`config.mk`:
```
export PLATFORM = sky130hd
export DESIGN_NAME = matrix_row_operation_engine_flat
export DESIGN_NICKNAME = d
export VERILOG_FILES = /design/src/sv/mroe_pkg.sv /design/src/sv/mroe_ifs.sv /design/src/sv/mroe_ctrl.sv /design/src/sv/mroe_datapath.sv /design/src/sv/matrix_row_operation_engine.sv /design/src/flat_wrapper.sv
export SDC_FILE = /design/constraint.sdc
export NUM_CORES = 2
export LEC_CHECK = 0
export BUFFER_PORTS_ARGS = -buffer_cell sky130_fd_sc_hd__clkbuf_2
export CAP_MARGIN = 30
export CORE_ASPECT_RATIO = 1.2
export CORE_MARGIN = 2
export CORE_UTILIZATION = 45
export DETAILED_ROUTE_END_ITERATION = 10
export HOLD_SLACK_MARGIN = 0.08
export PLACE_DENSITY = 0.69
export SLEW_MARGIN = 20
export SYNTH_ARGS = -nofsm -noshare
export SYNTH_HDL_FRONTEND = slang
export SYNTH_SLANG_ARGS = --single-unit
```
`constraint.sdc`:
```
create_clock -name clk_i -period 7.34 [get_ports clk_i]
set_input_delay 0.734 -clock clk_i [delete_from_list [all_inputs] [get_ports clk_i]]
set_output_delay 0.734 -clock clk_i [all_outputs]
set_load 0.02 [all_outputs]
```
`src/sv/mroe_pkg.sv`:
```
`timescale 1ns / 1ps

package mroe_pkg;

  // Default matrix bounds
  localparam int unsigned MAX_ROWS_DEF = 8;
  localparam int unsigned MAX_COLS_DEF = 8;

  // Field widths
  localparam int unsigned OP_W      = 3;
  localparam int unsigned ROW_W     = 3;
  localparam int unsigned COL_W     = 3;
  localparam int unsigned DATA_W    = 32;
  localparam int unsigned STATUS_W  = 2;
  localparam int unsigned CNT_W     = 4;
  localparam int unsigned CFG_IDX_W = 1;

  // Operation codes
  typedef enum logic [OP_W-1:0] {
    OP_WRITE  = 3'd0,
    OP_READ   = 3'd1,
    OP_SWAP   = 3'd2,
    OP_SCALE  = 3'd3,
    OP_ADDMUL = 3'd4
  } mroe_op_e;

  // Result status codes
  typedef enum logic [STATUS_W-1:0] {
    STATUS_DONE  = 2'd0,
    STATUS_RANGE = 2'd1,
    STATUS_BADOP = 2'd2
  } mroe_status_e;

  // Configuration register indexes and reset values
  localparam logic [CFG_IDX_W-1:0] CFG_ROW_COUNT = 1'b0;
  localparam logic [CFG_IDX_W-1:0] CFG_COL_COUNT = 1'b1;
  localparam logic [CNT_W-1:0]     ROW_COUNT_RST = 4'd8;
  localparam logic [CNT_W-1:0]     COL_COUNT_RST = 4'd8;

  // Memory write data source
  typedef enum logic [2:0] {
    WSEL_VALUE,
    WSEL_PROD,
    WSEL_SUM,
    WSEL_RDATA,
    WSEL_TEMP
  } mroe_wsel_e;

  // Sequencer states
  typedef enum logic [3:0] {
    ST_IDLE,
    ST_CHECK,
    ST_WR_EL,
    ST_RD_EL,
    ST_CAP_EL,
    ST_RD_A,
    ST_RD_B,
    ST_MUL,
    ST_WR_A,
    ST_WR_B,
    ST_RESP
  } mroe_state_e;

  // Controller to datapath commands
  typedef struct packed {
    logic       load_item;
    logic       mem_re;
    logic       mem_we;
    logic       sel_row_b;
    logic       sel_cnt;
    mroe_wsel_e wsel;
    logic       cap_ta;
    logic       cap_prod;
    logic       cap_rd;
    logic       cnt_clr;
    logic       cnt_inc;
    logic       load_res;
  } mroe_cmd_t;

  // Datapath to controller status
  typedef struct packed {
    logic [OP_W-1:0] op;
    mroe_status_e    err;
    logic            cols_zero;
    logic            col_last;
    logic            res_free;
  } mroe_stat_t;

endpackage

```
`src/sv/mroe_ifs.sv`:
```
`timescale 1ns / 1ps

// Input item channel
interface mroe_item_if;
  logic                               valid;
  logic                               ready;
  logic [mroe_pkg::OP_W-1:0]          op;
  logic [mroe_pkg::ROW_W-1:0]         row_a;
  logic [mroe_pkg::ROW_W-1:0]         row_b;
  logic [mroe_pkg::COL_W-1:0]         col;
  logic signed [mroe_pkg::DATA_W-1:0] value;
  logic signed [mroe_pkg::DATA_W-1:0] factor;

  modport source (output valid, op, row_a, row_b, col, value, factor, input ready);
  modport sink   (input valid, op, row_a, row_b, col, value, factor, output ready);
endinterface

// Result channel
interface mroe_res_if;
  logic                                valid;
  logic                                ready;
  logic signed [mroe_pkg::DATA_W-1:0]  read_value;
  logic [mroe_pkg::STATUS_W-1:0]       status;

  modport source (output valid, read_value, status, input ready);
  modport sink   (input valid, read_value, status, output ready);
endinterface

// Configuration write channel
interface mroe_cfg_if;
  logic                           valid;
  logic                           ready;
  logic [mroe_pkg::CFG_IDX_W-1:0] index;
  logic [mroe_pkg::CNT_W-1:0]     data;

  modport source (output valid, index, data, input ready);
  modport sink   (input valid, index, data, output ready);
endinterface

```
`src/sv/mroe_ctrl.sv`:
```
`timescale 1ns / 1ps

module mroe_ctrl (
  input  logic                 clk_i,
  input  logic                 rst_ni,
  input  logic                 item_valid_i,
  output logic                 item_ready_o,
  input  mroe_pkg::mroe_stat_t stat_i,
  output mroe_pkg::mroe_cmd_t  cmd_o
);
  import mroe_pkg::*;

  mroe_state_e state_q, state_d;
  mroe_state_e loop_state;

  // Hold the sequencer state
  always_ff @(posedge clk_i or negedge rst_ni) begin
    if (!rst_ni) begin
      state_q <= ST_IDLE;
    end else begin
      state_q <= state_d;
    end
  end

  // Next state and commands
  always_comb begin
    cmd_o        = '0;
    state_d      = state_q;
    item_ready_o = 1'b0;
    loop_state   = (stat_i.op == OP_ADDMUL) ? ST_RD_B : ST_RD_A;

    unique case (state_q)
      ST_IDLE: begin
        item_ready_o = 1'b1;
        if (item_valid_i) begin
          cmd_o.load_item = 1'b1;
          state_d         = ST_CHECK;
        end
      end
      ST_CHECK: begin
        cmd_o.cnt_clr = 1'b1;
        priority if (stat_i.err != STATUS_DONE) begin
          state_d = ST_RESP;
        end else if (stat_i.op == OP_WRITE) begin
          state_d = ST_WR_EL;
        end else if (stat_i.op == OP_READ) begin
          state_d = ST_RD_EL;
        end else if (stat_i.cols_zero) begin
          state_d = ST_RESP;
        end else begin
          state_d = loop_state;
        end
      end
      ST_WR_EL: begin
        cmd_o.mem_we = 1'b1;
        cmd_o.wsel   = WSEL_VALUE;
        state_d      = ST_RESP;
      end
      ST_RD_EL: begin
        cmd_o.mem_re = 1'b1;
        state_d      = ST_CAP_EL;
      end
      ST_CAP_EL: begin
        cmd_o.cap_rd = 1'b1;
        state_d      = ST_RESP;
      end
      ST_RD_A: begin
        cmd_o.mem_re   = 1'b1;
        cmd_o.sel_cnt  = 1'b1;
        // rdata holds the source element here for add-multiple
        cmd_o.cap_prod = (stat_i.op == OP_ADDMUL);
        priority if (stat_i.op == OP_SCALE) begin
          state_d = ST_MUL;
        end else if (stat_i.op == OP_SWAP) begin
          state_d = ST_RD_B;
        end else begin
          state_d = ST_WR_A;
        end
      end
      ST_RD_B: begin
        cmd_o.mem_re    = 1'b1;
        cmd_o.sel_row_b = 1'b1;
        cmd_o.sel_cnt   = 1'b1;
        cmd_o.cap_ta    = 1'b1;
        state_d         = (stat_i.op == OP_SWAP) ? ST_WR_A : ST_RD_A;
      end
      ST_MUL: begin
        cmd_o.cap_prod = 1'b1;
        state_d        = ST_WR_A;
      end
      ST_WR_A: begin
        cmd_o.mem_we  = 1'b1;
        cmd_o.sel_cnt = 1'b1;
        priority if (stat_i.op == OP_SCALE) begin
          cmd_o.wsel = WSEL_PROD;
        end else if (stat_i.op == OP_SWAP) begin
          cmd_o.wsel = WSEL_RDATA;
        end else begin
          cmd_o.wsel = WSEL_SUM;
        end
        priority if (stat_i.op == OP_SWAP) begin
          state_d = ST_WR_B;
        end else if (stat_i.col_last) begin
          state_d = ST_RESP;
        end else begin
          cmd_o.cnt_inc = 1'b1;
          state_d       = loop_state;
        end
      end
      ST_WR_B: begin
        cmd_o.mem_we    = 1'b1;
        cmd_o.sel_row_b = 1'b1;
        cmd_o.sel_cnt   = 1'b1;
        cmd_o.wsel      = WSEL_TEMP;
        if (stat_i.col_last) begin
          state_d = ST_RESP;
        end else begin
          cmd_o.cnt_inc = 1'b1;
          state_d       = loop_state;
        end
      end
      ST_RESP: begin
        if (stat_i.res_free) begin
          cmd_o.load_res = 1'b1;
          state_d        = ST_IDLE;
        end
      end
      default: begin
        state_d = ST_IDLE;
      end
    endcase
  end

endmodule

```
`src/sv/mroe_datapath.sv`:
```
`timescale 1ns / 1ps

module mroe_datapath #(
  parameter int unsigned MAX_ROWS = mroe_pkg::MAX_ROWS_DEF,
  parameter int unsigned MAX_COLS = mroe_pkg::MAX_COLS_DEF
) (
  input  logic                         clk_i,
  input  logic                         rst_ni,
  input  mroe_pkg::mroe_cmd_t          cmd_i,
  output mroe_pkg::mroe_stat_t         stat_o,
  input  logic [mroe_pkg::OP_W-1:0]    op_i,
  input  logic [mroe_pkg::ROW_W-1:0]   row_a_i,
  input  logic [mroe_pkg::ROW_W-1:0]   row_b_i,
  input  logic [mroe_pkg::COL_W-1:0]   col_i,
  input  logic [mroe_pkg::DATA_W-1:0]  value_i,
  input  logic [mroe_pkg::DATA_W-1:0]  factor_i,
  mroe_cfg_if.sink                     cfg_i,
  mroe_res_if.source                   res_o
);
  import mroe_pkg::*;

  localparam int unsigned Depth = MAX_ROWS * MAX_COLS;
  localparam int unsigned AW    = (Depth > 1) ? $clog2(Depth) : 1;

  logic [CNT_W-1:0]    row_count_q, col_count_q;
  logic [OP_W-1:0]     op_q;
  logic [ROW_W-1:0]    ra_q, rb_q;
  logic [COL_W-1:0]    col_q;
  logic [DATA_W-1:0]   value_q, factor_q;
  logic [CNT_W-1:0]    cnt_q;
  logic [CNT_W:0]      cnt_nx;
  logic [CNT_W-1:0]    eff_cols;
  logic                ra_ok, rb_ok, col_ok;
  mroe_status_e        err;
  logic [ROW_W-1:0]    row_sel;
  logic [CNT_W-1:0]    col_sel;
  logic [AW-1:0]       addr;
  logic [DATA_W-1:0]   wdata;
  logic [DATA_W-1:0]   mem_q [Depth];
  logic [DATA_W-1:0]   rdata_q, temp_q, prod_q, rd_q;
  logic                res_valid_q;
  logic [DATA_W-1:0]   res_value_q;
  mroe_status_e        res_status_q;

  // Configuration registers, always ready
  assign cfg_i.ready = 1'b1;

  always_ff @(posedge clk_i or negedge rst_ni) begin
    if (!rst_ni) begin
      row_count_q <= ROW_COUNT_RST;
      col_count_q <= COL_COUNT_RST;
    end else if (cfg_i.valid) begin
      if (cfg_i.index == CFG_ROW_COUNT) begin
        row_count_q <= cfg_i.data;
      end else begin
        col_count_q <= cfg_i.data;
      end
    end
  end

  // Capture the item
  always_ff @(posedge clk_i) begin
    if (cmd_i.load_item) begin
      op_q     <= op_i;
      ra_q     <= row_a_i;
      rb_q     <= row_b_i;
      col_q    <= col_i;
      value_q  <= value_i;
      factor_q <= factor_i;
    end
  end

  // Range checks against the configured and physical size
  assign eff_cols = (32'(col_count_q) < MAX_COLS) ? col_count_q : CNT_W'(MAX_COLS);
  assign ra_ok    = (CNT_W'(ra_q) < row_count_q) && (32'(ra_q) < MAX_ROWS);
  assign rb_ok    = (CNT_W'(rb_q) < row_count_q) && (32'(rb_q) < MAX_ROWS);
  assign col_ok   = (CNT_W'(col_q) < col_count_q) && (32'(col_q) < MAX_COLS);

  always_comb begin
    unique case (op_q)
      OP_WRITE, OP_READ: err = (ra_ok && col_ok) ? STATUS_DONE : STATUS_RANGE;
      OP_SCALE:          err = ra_ok ? STATUS_DONE : STATUS_RANGE;
      OP_SWAP, OP_ADDMUL: err = (ra_ok && rb_ok) ? STATUS_DONE : STATUS_RANGE;
      default:           err = STATUS_BADOP;
    endcase
  end

  // Column counter for row operations
  always_ff @(posedge clk_i) begin
    if (cmd_i.cnt_clr) begin
      cnt_q <= '0;
    end else if (cmd_i.cnt_inc) begin
      cnt_q <= cnt_nx[CNT_W-1:0];
    end
  end

  assign cnt_nx = {1'b0, cnt_q} + (CNT_W + 1)'(1);

  // Element address: row times row pitch plus column
  assign row_sel = cmd_i.sel_row_b ? rb_q : ra_q;
  assign col_sel = cmd_i.sel_cnt ? cnt_q : CNT_W'(col_q);
  assign addr    = AW'(32'(row_sel) * MAX_COLS + 32'(col_sel));

  // Write data select
  always_comb begin
    unique case (cmd_i.wsel)
      WSEL_VALUE: wdata = value_q;
      WSEL_PROD:  wdata = prod_q;
      WSEL_SUM:   wdata = rdata_q + prod_q;
      WSEL_RDATA: wdata = rdata_q;
      WSEL_TEMP:  wdata = temp_q;
      default:    wdata = value_q;
    endcase
  end

  // Single-port matrix memory with registered read
  always_ff @(posedge clk_i) begin
    if (cmd_i.mem_we) begin
      mem_q[addr] <= wdata;
    end
    if (cmd_i.mem_re) begin
      rdata_q <= mem_q[addr];
    end
  end

  // Operand holding and product register
  always_ff @(posedge clk_i) begin
    if (cmd_i.cap_ta) begin
      temp_q <= rdata_q;
    end
    if (cmd_i.cap_prod) begin
      prod_q <= rdata_q * factor_q;
    end
    if (cmd_i.cap_rd) begin
      rd_q <= rdata_q;
    end
  end

  // Result output register
  always_ff @(posedge clk_i or negedge rst_ni) begin
    if (!rst_ni) begin
      res_valid_q <= 1'b0;
    end else if (cmd_i.load_res) begin
      res_valid_q <= 1'b1;
    end else if (res_o.ready) begin
      res_valid_q <= 1'b0;
    end
  end

  always_ff @(posedge clk_i) begin
    if (cmd_i.load_res) begin
      res_value_q  <= (op_q == OP_READ && err == STATUS_DONE) ? rd_q : '0;
      res_status_q <= err;
    end
  end

  assign res_o.valid      = res_valid_q;
  assign res_o.read_value = res_value_q;
  assign res_o.status     = res_status_q;

  // Status to the controller
  assign stat_o.op        = op_q;
  assign stat_o.err       = err;
  assign stat_o.cols_zero = (eff_cols == '0);
  assign stat_o.col_last  = (cnt_nx == {1'b0, eff_cols});
  assign stat_o.res_free  = !res_valid_q || res_o.ready;

endmodule

```
`src/sv/matrix_row_operation_engine.sv`:
```
`timescale 1ns / 1ps
// Channel  | Direction | Handshake      | Payload
// item_i   | in        | valid / ready  | op, row_a, row_b, col, value, factor
// res_o    | out       | valid / ready  | read_value, status
// cfg_i    | in        | valid / ready  | index, data (row_count, col_count)
//
// Row operations walk the effective columns through the single-port matrix memory:
// scale reads, multiplies and writes back each element of row A; add-multiple reads
// the row B element, then the row A element, and writes their combination to row A;
// swap reads both elements and writes each into the other row.
// Reset clears the sequencer, the result register and the configuration (8 by 8);
// the matrix memory itself is not cleared.
// A new item is taken while a finished result still waits in the output register;
// the next result waits only if that register is still full.

module matrix_row_operation_engine #(
  parameter int unsigned MAX_ROWS = mroe_pkg::MAX_ROWS_DEF,
  parameter int unsigned MAX_COLS = mroe_pkg::MAX_COLS_DEF
) (
  input  logic        clk_i,
  input  logic        rst_ni,
  mroe_item_if.sink   item_i,
  mroe_res_if.source  res_o,
  mroe_cfg_if.sink    cfg_i
);
  import mroe_pkg::*;

  mroe_cmd_t  cmd;
  mroe_stat_t stat;
  logic       item_ready;

  assign item_i.ready = item_ready;

  // Sequencer
  mroe_ctrl u_ctrl (
    .clk_i        (clk_i),
    .rst_ni       (rst_ni),
    .item_valid_i (item_i.valid),
    .item_ready_o (item_ready),
    .stat_i       (stat),
    .cmd_o        (cmd)
  );

  // Matrix memory and arithmetic
  mroe_datapath #(
    .MAX_ROWS (MAX_ROWS),
    .MAX_COLS (MAX_COLS)
  ) u_datapath (
    .clk_i    (clk_i),
    .rst_ni   (rst_ni),
    .cmd_i    (cmd),
    .stat_o   (stat),
    .op_i     (item_i.op),
    .row_a_i  (item_i.row_a),
    .row_b_i  (item_i.row_b),
    .col_i    (item_i.col),
    .value_i  (item_i.value),
    .factor_i (item_i.factor),
    .cfg_i    (cfg_i),
    .res_o    (res_o)
  );

endmodule

```
`src/flat_wrapper.sv`:
```
// flat-port wrapper written by rule: the top's interface ports become plain ports
module matrix_row_operation_engine_flat import mroe_pkg::*;
#(
  parameter int unsigned MAX_ROWS = mroe_pkg::MAX_ROWS_DEF,
  parameter int unsigned MAX_COLS = mroe_pkg::MAX_COLS_DEF
)
  (clk_i, rst_ni, item_i_valid, item_i_op, item_i_row_a, item_i_row_b, item_i_col, item_i_value, item_i_factor, item_i_ready, res_o_valid, res_o_read_value, res_o_status, res_o_ready, cfg_i_valid, cfg_i_index, cfg_i_data, cfg_i_ready);
  mroe_item_if item_i_i ();
  mroe_res_if res_o_i ();
  mroe_cfg_if cfg_i_i ();
  input  logic clk_i;
  input  logic rst_ni;
  input wire logic [$bits(item_i_i.valid)-1:0] item_i_valid;
  input wire logic [$bits(item_i_i.op)-1:0] item_i_op;
  input wire logic [$bits(item_i_i.row_a)-1:0] item_i_row_a;
  input wire logic [$bits(item_i_i.row_b)-1:0] item_i_row_b;
  input wire logic [$bits(item_i_i.col)-1:0] item_i_col;
  input wire logic [$bits(item_i_i.value)-1:0] item_i_value;
  input wire logic [$bits(item_i_i.factor)-1:0] item_i_factor;
  output wire logic [$bits(item_i_i.ready)-1:0] item_i_ready;
  output wire logic [$bits(res_o_i.valid)-1:0] res_o_valid;
  output wire logic [$bits(res_o_i.read_value)-1:0] res_o_read_value;
  output wire logic [$bits(res_o_i.status)-1:0] res_o_status;
  input wire logic [$bits(res_o_i.ready)-1:0] res_o_ready;
  input wire logic [$bits(cfg_i_i.valid)-1:0] cfg_i_valid;
  input wire logic [$bits(cfg_i_i.index)-1:0] cfg_i_index;
  input wire logic [$bits(cfg_i_i.data)-1:0] cfg_i_data;
  output wire logic [$bits(cfg_i_i.ready)-1:0] cfg_i_ready;
  assign item_i_i.valid = item_i_valid;
  assign item_i_i.op = item_i_op;
  assign item_i_i.row_a = item_i_row_a;
  assign item_i_i.row_b = item_i_row_b;
  assign item_i_i.col = item_i_col;
  assign item_i_i.value = item_i_value;
  assign item_i_i.factor = item_i_factor;
  assign item_i_ready = item_i_i.ready;
  assign res_o_valid = res_o_i.valid;
  assign res_o_read_value = res_o_i.read_value;
  assign res_o_status = res_o_i.status;
  assign res_o_i.ready = res_o_ready;
  assign cfg_i_i.valid = cfg_i_valid;
  assign cfg_i_i.index = cfg_i_index;
  assign cfg_i_i.data = cfg_i_data;
  assign cfg_i_ready = cfg_i_i.ready;
  matrix_row_operation_engine #(.MAX_ROWS(MAX_ROWS), .MAX_COLS(MAX_COLS)) u_core (.clk_i(clk_i), .rst_ni(rst_ni), .item_i(item_i_i), .res_o(res_o_i), .cfg_i(cfg_i_i));
endmodule
```
After elaboration in Yosys (flattened, before gate mapping)
Memory sizes are Yosys's and may differ from the RTL's. A register that Yosys moved wholly into a read port is not among the register bits. Cells that the tools add are included.

Bits in read-only memories: 0. Output and inout port bits: 37. Word-level logic and storage cells: 112. Bits in registers: 223. Memories: 1. Bits of input ports: 86. RAM bits: 2048. Latch bits: 0.

Equality and inequality tests: 21. Magnitude comparators: 4. Reductions and logical operators: 21. Shifts and indexed selects: 0. Multiplexer cells: 44. Bitwise logic cells: 1. Add/subtract/negate cells: 3. Div/mod/pow operators: 0. $mul: 1.

Memories: u_core.u_datapath.mem_q (depth 64, width 32, rd ports 1, clocked after memory_dff 1, wr ports 1, RTL line mroe_datapath.sv:39) `logic [DATA_W-1:0] mem_q [Depth];`.

Operators by type and width (number): 32-bit one-hot mux with 4 select lines (1); 4-bit two-way mux (13); 4-bit one-hot mux with 10 select lines (1); 32-bit adder (1); 32-bit by 32-bit multiplier with 32-bit output (1); 1-bit two-way mux (22); 4-bit by 3-bit equality test with 1-bit output (second input constant) (4); 3-bit by 2-bit equality test with 1-bit output (second input constant) (4); 4-bit equality test (second input constant) (3); 3-bit by 4-bit < comparator with 1-bit output (3); 4-bit by 2-bit equality test with 1-bit output (second input constant) (2); 4-bit logical NOT (2); 2-bit OR reduction (4); 6-bit by 4-bit adder with 6-bit output (1); 3-bit by 1-bit equality test with 1-bit output (second input constant) (2); 3-bit equality test (second input constant) (2); 2-bit one-hot mux with 3 select lines (1); 3-bit one-hot mux with 2 select lines (1); 2-bit AND reduction (3); 3-bit OR reduction (2); 4-bit by 1-bit adder with 5-bit output (second input constant) (1); 5-bit by 4-bit equality test with 1-bit output (1); 4-bit by 1-bit equality test with 1-bit output (second input constant) (1); 4-bit < comparator (second input constant) (1); 13 further kinds (18).

Logic depth before layout (Yosys ltp)
Word-level depth: 8. Depth in mapped cells: 26.

Hierarchy
Synthesis repeated with hierarchy kept, for this count alone.

Cells, all modules: 6885. Area total of the unflattened synthesis: 102381.9 um^2.

Modules (own cells, without submodules): mroe_datapath (sequential area each 68953.6 um^2, area each 101745.1 um^2, times used 1, cells each 6800); mroe_ctrl (sequential area each 100.1 um^2, area each 636.9 um^2, times used 1, cells each 85).

Worst setup path after synthesis
Ideal clock, no wire load.

Path kind: register to register. From: reg u_core.u_datapath.rdata_q[13], read port of u_core.u_datapath.mem_q. To: reg u_core.u_datapath.prod_q[30], data pin. Cell stages (with the launch flop): 23. Period minus slack after synthesis: 6810 ps. Data arrival time: 6547 ps. Setup time: 263 ps. Data required time: 7077 ps. Slack: 530 ps. Cells stage by stage: edfxtp_1 clkbuf_1 clkbuf_1 and2_1 fa_1 fa_1 fa_1 inv_1 fa_1 inv_1 fa_1 fa_1 fa_1 fa_1 ha_1 and3_1 nand3_1 nor2_1 and3_1 o31ai_1 a211oi_1 o211ai_1 nand3b_1.

Longest elaborated chain between the ends: 1.

Ends and longest elaborated chain: from (decl) (RTL line mroe_datapath.sv:40) `logic [DATA_W-1:0] rdata_q, temp_q, prod_q, rd_q;`; 32-bit by 32-bit multiplier with 32-bit output (RTL line mroe_datapath.sv:132) `prod_q <= rdata_q * factor_q;`; to (signal assigned) (RTL line mroe_datapath.sv:132); to (decl) (RTL line mroe_datapath.sv:40).

Every way passes these cells. A chain may end at the register's enable or synchronous reset.

Final worst setup path
From: reg u_core.u_datapath.rdata_q[9], read port of u_core.u_datapath.mem_q. To: reg u_core.u_datapath.prod_q[21], data pin.

The elaborated chain is that of the path after synthesis.

==> results.cfg <==
[grt]
antenna_found_initial = 6
grt_max_degree = 114
grt_pass1_vias = 60574
globalRouteOverflowTotal = 0
grt_use_total_pct = 25.0
grt_pass1_wl_um = 418000

[die]
die_area_um2 = 228000
rows = 190
die_h_um = 523
core_um2 = 223000
start_util_pct = 45.2
die_x_um = 436
ios = 123

[layout]
drive_gt1_share_pct = 12.1
final_common_cell = edfxtp_1
layout_common_cells = edfxtp_1, a22oi_1, inv_1
syn2layout_area_growth_pct = 13.7
fin_nets = 7452

[yosys]
synth.avg_cell_area_um2 = 15.5
synth_edf_count = 2286
yosys_register_bits = 2303
synth_fp_nets = 7161
ys.flop_type = edfxtp_1
seq_area_frac_synth_pct = 68.4
async_reset_ff_share_pct = 0.564
synth.distinct_cells = 77
synth_area_um2 = 101000
synthCells = 6501
ys_warn_count = 0

[timing]
final_hold_viol_count = 0
slew_headroom_pct = 26.2
finalSetupTns_ps = 0
slew_viol_final = 0
layout_min_cycle_time_ps = 7170
finClkSkew_ps = 88.2
setup_viol = 0
max_freq_ghz = 0.139
timing.final.crit_share_pct = 97.7
worstMarginPinSlew_ps = 1110

[run]
cap_violations = 0

[hold_path]
holdPathStages = 1
hold_path_class = input port to flip-flop

[placement]
portBuffers = 121
dpl.hpwl_um = 181000
place_congestion = 0.915

[clocking]
path_clk_slew_ps = 60
htreeDepth = 4
insertion_delay_ps = 910
cts_sinks = 2303
cts_root_buf = clkbuf_16
cts_tree = built
clockBufferDepth = 3
tritoncts.num_buffers = 212

[route]
wl_per_cell_um = 29.1
drt-pass1-iter-count = 8
first_iter_violations = 8103
viasPerCell = 6.14
num_vias = 61048
totalWireLength_um = 289000
drc = 0
ant_nets = 0

[critical_path]
crit_required_ps = 7980
startpoint_type = flip-flop
cp-end-kind = flip-flop
path_max_fanout = 8
criticalPathCategory = flip-flop to flip-flop
r2r_cells = 23
worstPathArrival_ps = 7810

[run_status]
status = finished clean
[layer usage]
metal,global-route usage (%),wire length (um),vias to the layer above
met5,0,47,-
met4,11.2,14300,6
met3,4.12,27100,708
met2,42.3,143000,3724
met1,31.8,105000,31086
li1,-,-,25524
[synth_stat cells, types with 6 or more instances]
| library cell | count | area (um^2) |
|---|---|---|
| nand2b_1 | 8 | 50.1 |
| nor2_1 | 144 | 541 |
| mux2_2 | 8 | 90.1 |
| nand3_1 | 33 | 165 |
| a221oi_1 | 20 | 175 |
| a221o_1 | 10 | 100 |
| xnor2_1 | 81 | 709 |
| o211ai_1 | 8 | 60.1 |
| xor2_1 | 28 | 245 |
| o21bai_1 | 8 | 60.1 |
| a21oi_1 | 79 | 395 |
| nor3_1 | 22 | 110 |
| nand3b_1 | 8 | 60.1 |
| nor3b_1 | 8 | 60.1 |
| edfxtp_1 | 2286 | 68600 |
| clkbuf_1 | 210 | 788 |
| o22ai_1 | 8 | 50.1 |
| o21a_1 | 13 | 97.6 |
| buf_2 | 151 | 756 |
| ha_1 | 165 | 2060 |
| nor2b_1 | 15 | 93.8 |
| o21ai_0 | 51 | 255 |
| and3_1 | 8 | 50.1 |
| or3_1 | 7 | 43.8 |
| a31oi_1 | 10 | 62.6 |
| a21o_1 | 26 | 195 |
| fa_1 | 409 | 8190 |
| buf_1 | 16 | 60.1 |
| inv_1 | 413 | 1550 |
| nor4_1 | 7 | 43.8 |
| nand2_1 | 341 | 1280 |
| a211oi_1 | 15 | 113 |
| nand4_1 | 294 | 1840 |
| dfrtp_1 | 11 | 275 |
| and2_1 | 343 | 2150 |
| nor4b_1 | 6 | 52.6 |
| a22oi_1 | 1155 | 8670 |
[timing repair]
item / CTS / global route
hold buffers: 64 / 0
buffers inserted: 0 / 0
endpoints found under the hold margin: 76 / 0
gates resized for setup: 0 / 6
setup endpoints to repair: 0 / 4
[per-stage QoR]
stage	worst slack, ps	util [%]	hold WS, ps	instance area, um^2	instances
after global routing	-42.6	51.4	104	115000	9946
after floorplan	530	-	438	101000	6501
after CTS	61.8	51.3	81.1	115000	9940
after detailed placement	210	47.9	504	107000	9485
after global placement	242	47.8	500	107000	9478
final	171	51.4	131	115000	9948
[registers in the layout (all words and copies together) (netlist names)]
register                            count
u_core.u_ctrl.state_q                   4
u_core.u_datapath.cnt_q                 4
u_core.u_datapath.col_count_q           4
u_core.u_datapath.col_q                 3
u_core.u_datapath.factor_q             32
u_core.u_datapath.mem_q              2048
u_core.u_datapath.op_q                  3
u_core.u_datapath.prod_q               32
u_core.u_datapath.ra_q                  3
u_core.u_datapath.rb_q                  3
u_core.u_datapath.rd_q                 32
u_core.u_datapath.rdata_q              32
u_core.u_datapath.res_o.read_value     32
u_core.u_datapath.res_o.status          2
u_core.u_datapath.res_o.valid           1
u_core.u_datapath.row_count_q           4
u_core.u_datapath.temp_q               32
u_core.u_datapath.value_q              32
[kinds of logic (layout without fill, tap and decap cells)]
group                    after synthesis  after routing  synth area share [%]
flip-flops                          2303           2303                  68.4
AO/OA/AOI/OAI                       1444           1444                  10.5
AND/OR/NAND/NOR                     1263           1263                  6.66
buffers and inverters                796           1264                  3.17
adder cells (fa/ha/maj)              574            574                  10.2
XOR/XNOR                             109            109                 0.946
multiplexers                          11             11                 0.119
other                                  1              4               0.00372
[layout make-up]
class,instances,area [um^2]
Timing Repair Buffer,458,3710
Multi-Input combinational cell,3402,29600
Inverter,415,1560
Fill cell,17778,109000
Antenna cell,3,7.51
Tap cell,2976,3720
Clock buffer,253,5470
Clock inverter,138,1580
Sequential cell,2303,69100
[path summary, 6_finish.rpt]
| check | slack [ps] | end | start |
|---|---|---|---|
| max | 170 | u_core.u_datapath.prod_q[21]$_DFFE_PP_ | u_core.u_datapath.rdata_q[9]$_DFFE_PP_ |
| max in group asynchronous | 6710 | u_core.u_datapath.col_count_q[3]$_DFFE_PN1P_ | rst_ni |
| max reg2reg | 170 | u_core.u_datapath.prod_q[21]$_DFFE_PP_ | u_core.u_datapath.rdata_q[9]$_DFFE_PP_ |
| min reg2reg | 510 | u_core.u_datapath.res_o.read_value[5]$_SDFFCE_PN0P_ | u_core.u_datapath.rd_q[5]$_DFFE_PP_ |
| min in group asynchronous | 330 | u_core.u_datapath.col_count_q[2]$_DFFE_PN0P_ | rst_ni |
| min | 130 | u_core.u_datapath.factor_q[5]$_DFFE_PP_ | item_i_factor[5] |
[worst max-delay path, cell delays in order, from the launching register on]
cell	delay [ps]
edfxtp_1	530
buf_4	250
and2_1	180
fa_1	540
inv_1	50
fa_1	390
fa_1	510
inv_1	50
fa_1	530
ha_1	220
ha_1	290
inv_1	70
fa_1	420
fa_1	500
inv_1	40
ha_1	350
a21o_1	180
a211o_1	130
a2bb2oi_1	470
a21oi_1	190
o21ai_0	490
a21o_1	210
a21oi_1	80
xnor2_1	290
Power is not shown: default switching activity piles up to over one toggle a cycle in this logic, so the estimate is an artifact.
